--- src/rtl/ida_pkg.sv ---
package ida_pkg;

  localparam int NUM_IDS   = 256;
  localparam int WORD_BITS = 64;

  localparam int BIT_W     = $clog2(WORD_BITS);
  localparam int MEM_BITS  = 1 << BIT_W;
  localparam int NUM_WORDS = (NUM_IDS + MEM_BITS - 1) / MEM_BITS;
  localparam int WIDX_W    = (NUM_WORDS > 1) ? $clog2(NUM_WORDS) : 1;
  localparam int IDX_W     = BIT_W + WIDX_W;
  localparam int ID_W      = 16;
  localparam int LIM_W     = ID_W + 1;

  localparam logic [ID_W-1:0]   RESET_BASE = 16'd300;
  localparam logic [WIDX_W-1:0] LAST_WORD  = WIDX_W'(NUM_WORDS - 1);

  typedef enum logic [1:0] {
    OP_ALLOC   = 2'd0,
    OP_RELEASE = 2'd1,
    OP_RESERVE = 2'd2
  } op_t;

  typedef enum logic [1:0] {
    ST_OK        = 2'd0,
    ST_NONE_FREE = 2'd1,
    ST_RANGE     = 2'd2,
    ST_IN_USE    = 2'd3
  } status_t;

  typedef enum logic [1:0] {
    S_IDLE,
    S_RMW,
    S_SCAN,
    S_OUT
  } state_t;

endpackage

--- src/rtl/ida_ram.sv ---
module ida_ram #(
  parameter int WIDTH = 8,
  parameter int DEPTH = 4
) (
  input  logic                                      clk,
  input  logic                                      wr_en,
  input  logic [((DEPTH > 1) ? $clog2(DEPTH) : 1)-1:0] wr_addr,
  input  logic [WIDTH-1:0]                          wr_data,
  input  logic [((DEPTH > 1) ? $clog2(DEPTH) : 1)-1:0] rd_addr,
  output logic [WIDTH-1:0]                          rd_data
);

  logic [WIDTH-1:0] mem [DEPTH];

  always_ff @(posedge clk) begin
    if (wr_en) begin
      mem[wr_addr] <= wr_data;
    end
    rd_data <= mem[rd_addr];
  end

endmodule

--- src/rtl/id_bitmap_allocator.sv ---
// release and reserve read the bitmap word, update it in S_RMW and pass the result
// on through S_OUT; allocate scans one word per cycle in S_SCAN up to the first free id
// or the last word, at most NUM_WORDS words, in the bitmap memory (one read, one write port)
// a new item is taken only in S_IDLE, once the last result was loaded for output
// reset: synchronous, clears the bitmap through per-word valid bits, base_id to 300
module id_bitmap_allocator (
  input  logic        clk,
  input  logic        rst_n,
  input  logic        in_tvalid,
  output logic        in_tready,
  input  logic [15:0] in_tdata,   // pid
  input  logic [1:0]  in_tuser,   // operation
  output logic        out_tvalid,
  input  logic        out_tready,
  output logic [15:0] out_tdata,  // pid_res
  output logic [1:0]  out_tuser,  // status
  input  logic        cfg_valid,
  output logic        cfg_ready,
  input  logic [15:0] cfg_data
);

  localparam int BIT_W    = ida_pkg::BIT_W;
  localparam int MEM_BITS = ida_pkg::MEM_BITS;
  localparam int WIDX_W   = ida_pkg::WIDX_W;
  localparam int IDX_W    = ida_pkg::IDX_W;
  localparam int ID_W     = ida_pkg::ID_W;
  localparam int LIM_W    = ida_pkg::LIM_W;

  ida_pkg::state_t  state_r, state_nxt;
  ida_pkg::op_t     op_r;
  logic [ID_W-1:0]  pid_r;
  logic [IDX_W-1:0] k_r;
  logic             in_range_r;
  logic [WIDX_W-1:0] scan_w_r, scan_w_nxt;
  logic [WIDX_W-1:0] rd_addr_r, rd_addr;
  logic [ida_pkg::NUM_WORDS-1:0] valid_r;
  logic [ID_W-1:0]  base_r;
  logic [ID_W-1:0]  res_pid_r, res_pid_nxt;
  ida_pkg::status_t res_status_r, res_status_nxt;
  logic             out_tvalid_r;
  logic [ID_W-1:0]  out_pid_r;
  ida_pkg::status_t out_status_r;
  logic             out_load;

  logic             accept;
  ida_pkg::op_t     in_op;
  logic [ID_W-1:0]  diff;
  logic             in_range;
  logic             wr_en;
  logic [MEM_BITS-1:0] wr_data;
  logic [MEM_BITS-1:0] rd_data;
  logic [MEM_BITS-1:0] cur_word;
  logic [MEM_BITS-1:0] bit_sel;
  logic [LIM_W-1:0] avail;
  logic [LIM_W-1:0] eff_lim;
  logic [LIM_W-1:0] w_lo;
  logic [LIM_W-1:0] w_hi;
  logic [MEM_BITS-1:0] usable;
  logic [MEM_BITS-1:0] busy;
  logic             found;
  logic [BIT_W-1:0] ff_idx;
  logic [ID_W-1:0]  alloc_id;

  assign accept    = in_tvalid & in_tready;
  assign in_tready = (state_r == ida_pkg::S_IDLE);
  assign cfg_ready = 1'b1;
  assign in_op     = ida_pkg::op_t'(in_tuser);
  assign diff      = in_tdata - base_r;
  assign in_range  = (in_tdata >= base_r) && ({1'b0, diff} < LIM_W'(ida_pkg::NUM_IDS));

  assign cur_word = valid_r[rd_addr_r] ? rd_data : '0;
  assign bit_sel  = MEM_BITS'(1) << k_r[BIT_W-1:0];

  // ids that are past the top of the id space or past NUM_IDS are never free
  assign avail   = {1'b1, {ID_W{1'b0}}} - {1'b0, base_r};
  assign eff_lim = (avail > LIM_W'(ida_pkg::NUM_IDS)) ? LIM_W'(ida_pkg::NUM_IDS) : avail;
  assign w_lo    = LIM_W'({scan_w_r, {BIT_W{1'b0}}});
  assign w_hi    = w_lo + LIM_W'(MEM_BITS);

  always_comb begin
    if (eff_lim >= w_hi) begin
      usable = '1;
    end else if (eff_lim <= w_lo) begin
      usable = '0;
    end else begin
      usable = ~({MEM_BITS{1'b1}} << eff_lim[BIT_W-1:0]);
    end
  end

  assign busy = cur_word | ~usable;

  always_comb begin
    found  = 1'b0;
    ff_idx = '0;
    for (int i = MEM_BITS - 1; i >= 0; i--) begin
      if (!busy[i]) begin
        found  = 1'b1;
        ff_idx = BIT_W'(i);
      end
    end
  end

  assign alloc_id = base_r + ID_W'({scan_w_r, ff_idx});

  always_comb begin
    state_nxt      = state_r;
    scan_w_nxt     = scan_w_r;
    rd_addr        = rd_addr_r;
    wr_en          = 1'b0;
    wr_data        = cur_word;
    res_pid_nxt    = res_pid_r;
    res_status_nxt = res_status_r;
    out_load       = 1'b0;
    unique case (state_r)
      ida_pkg::S_IDLE: begin
        if (accept) begin
          if (in_op == ida_pkg::OP_ALLOC) begin
            rd_addr    = '0;
            scan_w_nxt = '0;
            state_nxt  = ida_pkg::S_SCAN;
          end else begin
            rd_addr   = diff[IDX_W-1:BIT_W];
            state_nxt = ida_pkg::S_RMW;
          end
        end
      end
      ida_pkg::S_RMW: begin
        res_pid_nxt    = pid_r;
        res_status_nxt = ida_pkg::ST_RANGE;
        if (in_range_r) begin
          unique case (op_r)
            ida_pkg::OP_RELEASE: begin
              wr_en          = 1'b1;
              wr_data        = cur_word & ~bit_sel;
              res_status_nxt = ida_pkg::ST_OK;
            end
            ida_pkg::OP_RESERVE: begin
              if ((cur_word & bit_sel) != '0) begin
                res_status_nxt = ida_pkg::ST_IN_USE;
              end else begin
                wr_en          = 1'b1;
                wr_data        = cur_word | bit_sel;
                res_status_nxt = ida_pkg::ST_OK;
              end
            end
            default: begin
              res_status_nxt = ida_pkg::ST_RANGE;
            end
          endcase
        end
        state_nxt = ida_pkg::S_OUT;
      end
      ida_pkg::S_SCAN: begin
        if (found) begin
          wr_en          = 1'b1;
          wr_data        = cur_word | (MEM_BITS'(1) << ff_idx);
          res_pid_nxt    = alloc_id;
          res_status_nxt = ida_pkg::ST_OK;
          state_nxt      = ida_pkg::S_OUT;
        end else if (scan_w_r == ida_pkg::LAST_WORD) begin
          res_pid_nxt    = '0;
          res_status_nxt = ida_pkg::ST_NONE_FREE;
          state_nxt      = ida_pkg::S_OUT;
        end else begin
          scan_w_nxt = scan_w_r + WIDX_W'(1);
          rd_addr    = scan_w_r + WIDX_W'(1);
        end
      end
      ida_pkg::S_OUT: begin
        if (!out_tvalid_r || out_tready) begin
          out_load  = 1'b1;
          state_nxt = ida_pkg::S_IDLE;
        end
      end
      default: begin
        state_nxt = ida_pkg::S_IDLE;
      end
    endcase
  end

  always_ff @(posedge clk) begin
    if (!rst_n) begin
      state_r      <= ida_pkg::S_IDLE;
      valid_r      <= '0;
      out_tvalid_r <= 1'b0;
      base_r       <= ida_pkg::RESET_BASE;
    end else begin
      state_r <= state_nxt;
      if (wr_en) begin
        valid_r[rd_addr_r] <= 1'b1;
      end
      out_tvalid_r <= out_load | (out_tvalid_r & ~out_tready);
      if (cfg_valid && cfg_ready) begin
        base_r <= cfg_data;
      end
    end
  end

  always_ff @(posedge clk) begin
    if (accept) begin
      op_r       <= in_op;
      pid_r      <= in_tdata;
      k_r        <= diff[IDX_W-1:0];
      in_range_r <= in_range;
    end
    scan_w_r     <= scan_w_nxt;
    rd_addr_r    <= rd_addr;
    res_pid_r    <= res_pid_nxt;
    res_status_r <= res_status_nxt;
    if (out_load) begin
      out_pid_r    <= res_pid_r;
      out_status_r <= res_status_r;
    end
  end

  ida_ram #(
    .WIDTH (MEM_BITS),
    .DEPTH (ida_pkg::NUM_WORDS)
  ) u_map (
    .clk     (clk),
    .wr_en   (wr_en),
    .wr_addr (rd_addr_r),
    .wr_data (wr_data),
    .rd_addr (rd_addr),
    .rd_data (rd_data)
  );

  assign out_tvalid = out_tvalid_r;
  assign out_tdata  = out_pid_r;
  assign out_tuser  = out_status_r;

`ifndef ASSERT_OFF
  a_wr_state: assert property (@(posedge clk) disable iff (!rst_n)
    wr_en |-> (state_r == ida_pkg::S_RMW || state_r == ida_pkg::S_SCAN))
    else $error("bitmap written outside a read-modify-write");

  a_scan_bound: assert property (@(posedge clk) disable iff (!rst_n)
    (state_r == ida_pkg::S_SCAN) |-> (scan_w_r <= ida_pkg::LAST_WORD))
    else $error("scan ran past the last bitmap word");

  a_accept_busy: assert property (@(posedge clk) disable iff (!rst_n)
    accept |=> (state_r != ida_pkg::S_IDLE))
    else $error("transfer accepted without starting work");

  a_alloc_range: assert property (@(posedge clk) disable iff (!rst_n)
    (state_r == ida_pkg::S_OUT && op_r == ida_pkg::OP_ALLOC &&
     res_status_r == ida_pkg::ST_OK) |-> (res_pid_r >= base_r))
    else $error("allocated id below base");
`endif

endmodule

--- config.mk ---
export PLATFORM = sky130hd
export DESIGN_NAME = id_bitmap_allocator
export DESIGN_NICKNAME = d
export VERILOG_FILES = /design/src/rtl/ida_pkg.sv /design/src/rtl/ida_ram.sv /design/src/rtl/id_bitmap_allocator.sv
export SDC_FILE = /design/constraint.sdc
export NUM_CORES = 1
export LEC_CHECK = 0
export BUFFER_PORTS_ARGS = -buffer_cell sky130_fd_sc_hd__buf_2
export CAP_MARGIN = 20
export CORE_MARGIN = 5
export CORE_UTILIZATION = 29
export CTS_CLUSTER_DIAMETER = 30
export DETAILED_ROUTE_END_ITERATION = 7
export GPL_TIMING_DRIVEN = 0
export SYNTH_ARGS = -nofsm -noshare
export SYNTH_HDL_FRONTEND = slang
export SYNTH_HIERARCHICAL = 1
export SYNTH_SLANG_ARGS = --single-unit
--- constraint.sdc ---
create_clock -name clk -period 11.2 [get_ports clk]
set_input_delay 1.68 -clock clk [delete_from_list [all_inputs] [get_ports clk]]
set_output_delay 1.68 -clock clk [all_outputs]
set_load 0.05 [all_outputs]
==> results.ini <==
[outcome]
status=finished, final reports clean

[cells_and_area]
nNetsFinal=2355
fin_cells=3321
register_area_mm2=0.0114
final_cell_mix=nand2_1, edfxtp_1, o21ai_0
multiInputGateArea_mm2=0.00988
layout_commonest_cell=nand2_1
syn_to_final_growth_pct=20.8
fillers=7587
drive_above_1_share=0.146

[power_and_ir_drop]
power_density_mw_per_mm2=248
power_frac_clock=0.370
power.total_mw=6.62
peakVddDrop_uv=138
power_leakage_nw=9.00
combinationalPowerShare=0.308
switching_power_mw=2.36
p_int_mw=4.25
seq_power_share=0.323
swShare=0.357

[job]
drv_cap=0

[timing]
setup_viol=0
fin_crit_ns=9.96
fin_crit_sh=0.889
rsz0062_at_grt=no
hold_viol=0
holdWs_ns=0.413
layout_setup_ws_ns=1.24
setup_tns_ns=0
max_slew_margin=0.188
skew_ns=0.0435
drv_slew=0
fmax_mhz=100
tightest_slew_ns=1.22

[synth]
netlist_area_mm2=0.0221
avgSynthCellArea_um2=10.4
ys_seq_elements=408
syn_nets=2202
synth_cells=2124
synth_cell_types=100
seq_area_frac_synth=0.515
async_flop_share=0
ys.flop_type=edfxtp_1
synth_edf_count=319
yosys_warnings=6

[cts]
hold_buffers=0
numCtsBuffers=80
h-tree-depth=3
cts_root_buf=clkbuf_16
tritoncts=yes
cts.sinks=408
clockBufferDepth=3
cts.clk_slew.worst_paths_ns=0.05
cts_resized=0
post-cts-setup-buffers=0
clock_latency_ns=0.64

[floorplan]
io_pins=60
start_util=0.292
core-area_mm2=0.0757
std_cell_rows=101
die_height_um=286
die_w_um=286
die_area_mm2=0.0817

[placement]
place_ws_ns=1.50
portBuffers=57
placedCellCount=3173
gp_congestion=1.04
dp.final_hpwl_um=67000

[worst_setup_path]
ff2ff_path_depth=27
worstSetupPathType=reg -> reg
cpPeakStageDelay_ns=1.06
cpMostUsedCell=buf_2
arrival_ns=10.31
r2r-end=u_map/mem[0][28]
required_ns=11.55
worstSetupEndpointType=register
r2r_start=base_r[1]
reg2reg_slack_ns=1.24
start_kind=register
crit_fanout=10
worst_path_max_delay_cell=a211oi_2

[detailed_routing]
post_drt_wl_per_cell_um=27.0
vias_per_cell=5.80
drc_errors=0
drtIter0Drc=2476
routed_wl_um=89700
dr_total_vias=19200
first_pass_iters=6
antenna_left=0

[worst_hold_path]
worstHoldEndpoint=out_tdata[2]
hold_path.startpoint=res_pid_r[2]
hold_path.class=reg -> reg
hold_depth=0

[global_routing]
grt_util_all_layers=0.211
grt_pass1_wl_um=127000
antenna_found_initial=0
grt_pass1_vias=18400
grt-ovfl-total=0
grt_max_degree=52

[power groups by stage]
stage | clock network [mW] | registers, mW | logic [mW]
finish | 2.45 | 2.14 | 2.04
detailed placement | 0 | 2.15 | 1.98
floorplan | 0 | 2.09 | 1.28
CTS | 2.49 | 2.13 | 1.99
global placement | 0 | 2.16 | 1.95
global route | 2.57 | 2.15 | 2.14
[Yosys cell counts (7+ instances only)]
cell / count / area share
nor3_1: 31 / 0.0070
ha_1: 37 / 0.021
nor2b_1: 21 / 0.0060
edfxtp_1: 319 / 0.43
nor4_1: 14 / 0.0040
o221ai_1: 14 / 0.0056
clkbuf_1: 72 / 0.012
o21a_1: 10 / 0.0034
a21oi_1: 159 / 0.036
inv_1: 59 / 0.010
and3_1: 8 / 0.0023
a2111oi_0: 10 / 0.0040
a22oi_1: 11 / 0.0037
mux4_2: 61 / 0.062
a31oi_1: 23 / 0.0065
nand2b_1: 22 / 0.0062
nand3_1: 35 / 0.0079
o211ai_1: 11 / 0.0037
o21ai_1: 26 / 0.0059
nand2_1: 345 / 0.059
a221oi_1: 7 / 0.0028
a211oi_1: 10 / 0.0034
a21boi_0: 13 / 0.0044
o2bb2ai_1: 12 / 0.0048
o31ai_1: 11 / 0.0037
dfxtp_1: 89 / 0.081
mux2i_1: 14 / 0.0063
buf_2: 27 / 0.0061
nand4_1: 14 / 0.0040
and2_1: 16 / 0.0045
nor2_1: 125 / 0.021
xnor2_1: 22 / 0.0087
o21ai_0: 243 / 0.055
a21o_1: 17 / 0.0058
buf_1: 11 / 0.0019
o22ai_1: 52 / 0.015
[cells by family after synthesis]
kind of cell / share of synthesized area
AO/OA/AOI/OAI: 0.197
AND/OR/NAND/NOR: 0.143
flip-flops: 0.515
buffers and inverters: 0.0388
multiplexers: 0.0733
adder cells (fa/ha/maj): 0.0228
XOR/XNOR: 0.0103
other: 0.000170
[layer usage]
| layer | track usage | up-vias | part of all wire |
|---|---|---|---|
| li1 | - | 8416 | - |
| met1 | 0.284 | 9393 | 0.41 |
| met2 | 0.321 | 1147 | 0.43 |
| met3 | 0.0497 | 291 | 0.097 |
| met4 | 0.105 | 0 | 0.057 |
| met5 | 0 | - | 0 |
[per-stage QoR]
step,area [µm²],utilization
after floorplan,22100,-
after global placement,23600,0.312
after detailed placement,23800,0.315
after CTS,26700,0.352
after global routing,26700,0.352
final,26700,0.352
[worst max-delay path, delay by kind of cell (launching register included)]
family	cells	cell delay, ns
DFF	1	0.39
AOI/OAI and AO/OA	9	5.04
buffers and inverters	6	1.36
adders and majority gates	2	0.32
muxes	1	0.11
and+or+nand+nor	9	2.43
[final cells by class]
type                       count  area share
multi-input combinational   1533       0.370
antenna                        1   0.0000938
inverter                      60     0.00844
clock inverter                52      0.0274
buffer                       123      0.0237
sequential                   408       0.426
clock buffer                  95      0.0790
tap                          978      0.0459
timing repair buffer          71      0.0192
[flip-flops by register name, indices dropped and copies added (netlist names), 2 cells and up]
| name | flops |
|---|---|
| base_r | 16 |
| k_r | 6 |
| op_r | 2 |
| out_tdata | 16 |
| out_tuser | 2 |
| pid_r | 16 |
| rd_addr_r | 2 |
| res_pid_r | 16 |
| res_status_r | 2 |
| scan_w_r | 2 |
| state_r | 2 |
| u_map/mem | 256 |
| u_map/rd_data | 64 |
| valid_r | 4 |
[worst max-delay path by stage]
stage / startpoint / to / slack (ns) / depth (start not counted)
after floorplan: base_r[1] / u_map/mem[0][0] / 0.77 / 26
after CTS: base_r[1] / res_pid_r[14] / 1.51 / 33
final: base_r[1] / u_map/mem[0][28] / 1.24 / 27
after global placement: base_r[1] / u_map/mem[0][5] / -5.94 / 26
after global routing: base_r[1] / res_pid_r[14] / 0.79 / 33
after detailed placement: base_r[1] / u_map/mem[1][28] / 1.50 / 27
No activity file was read; power rests on OpenSTA's default activity.
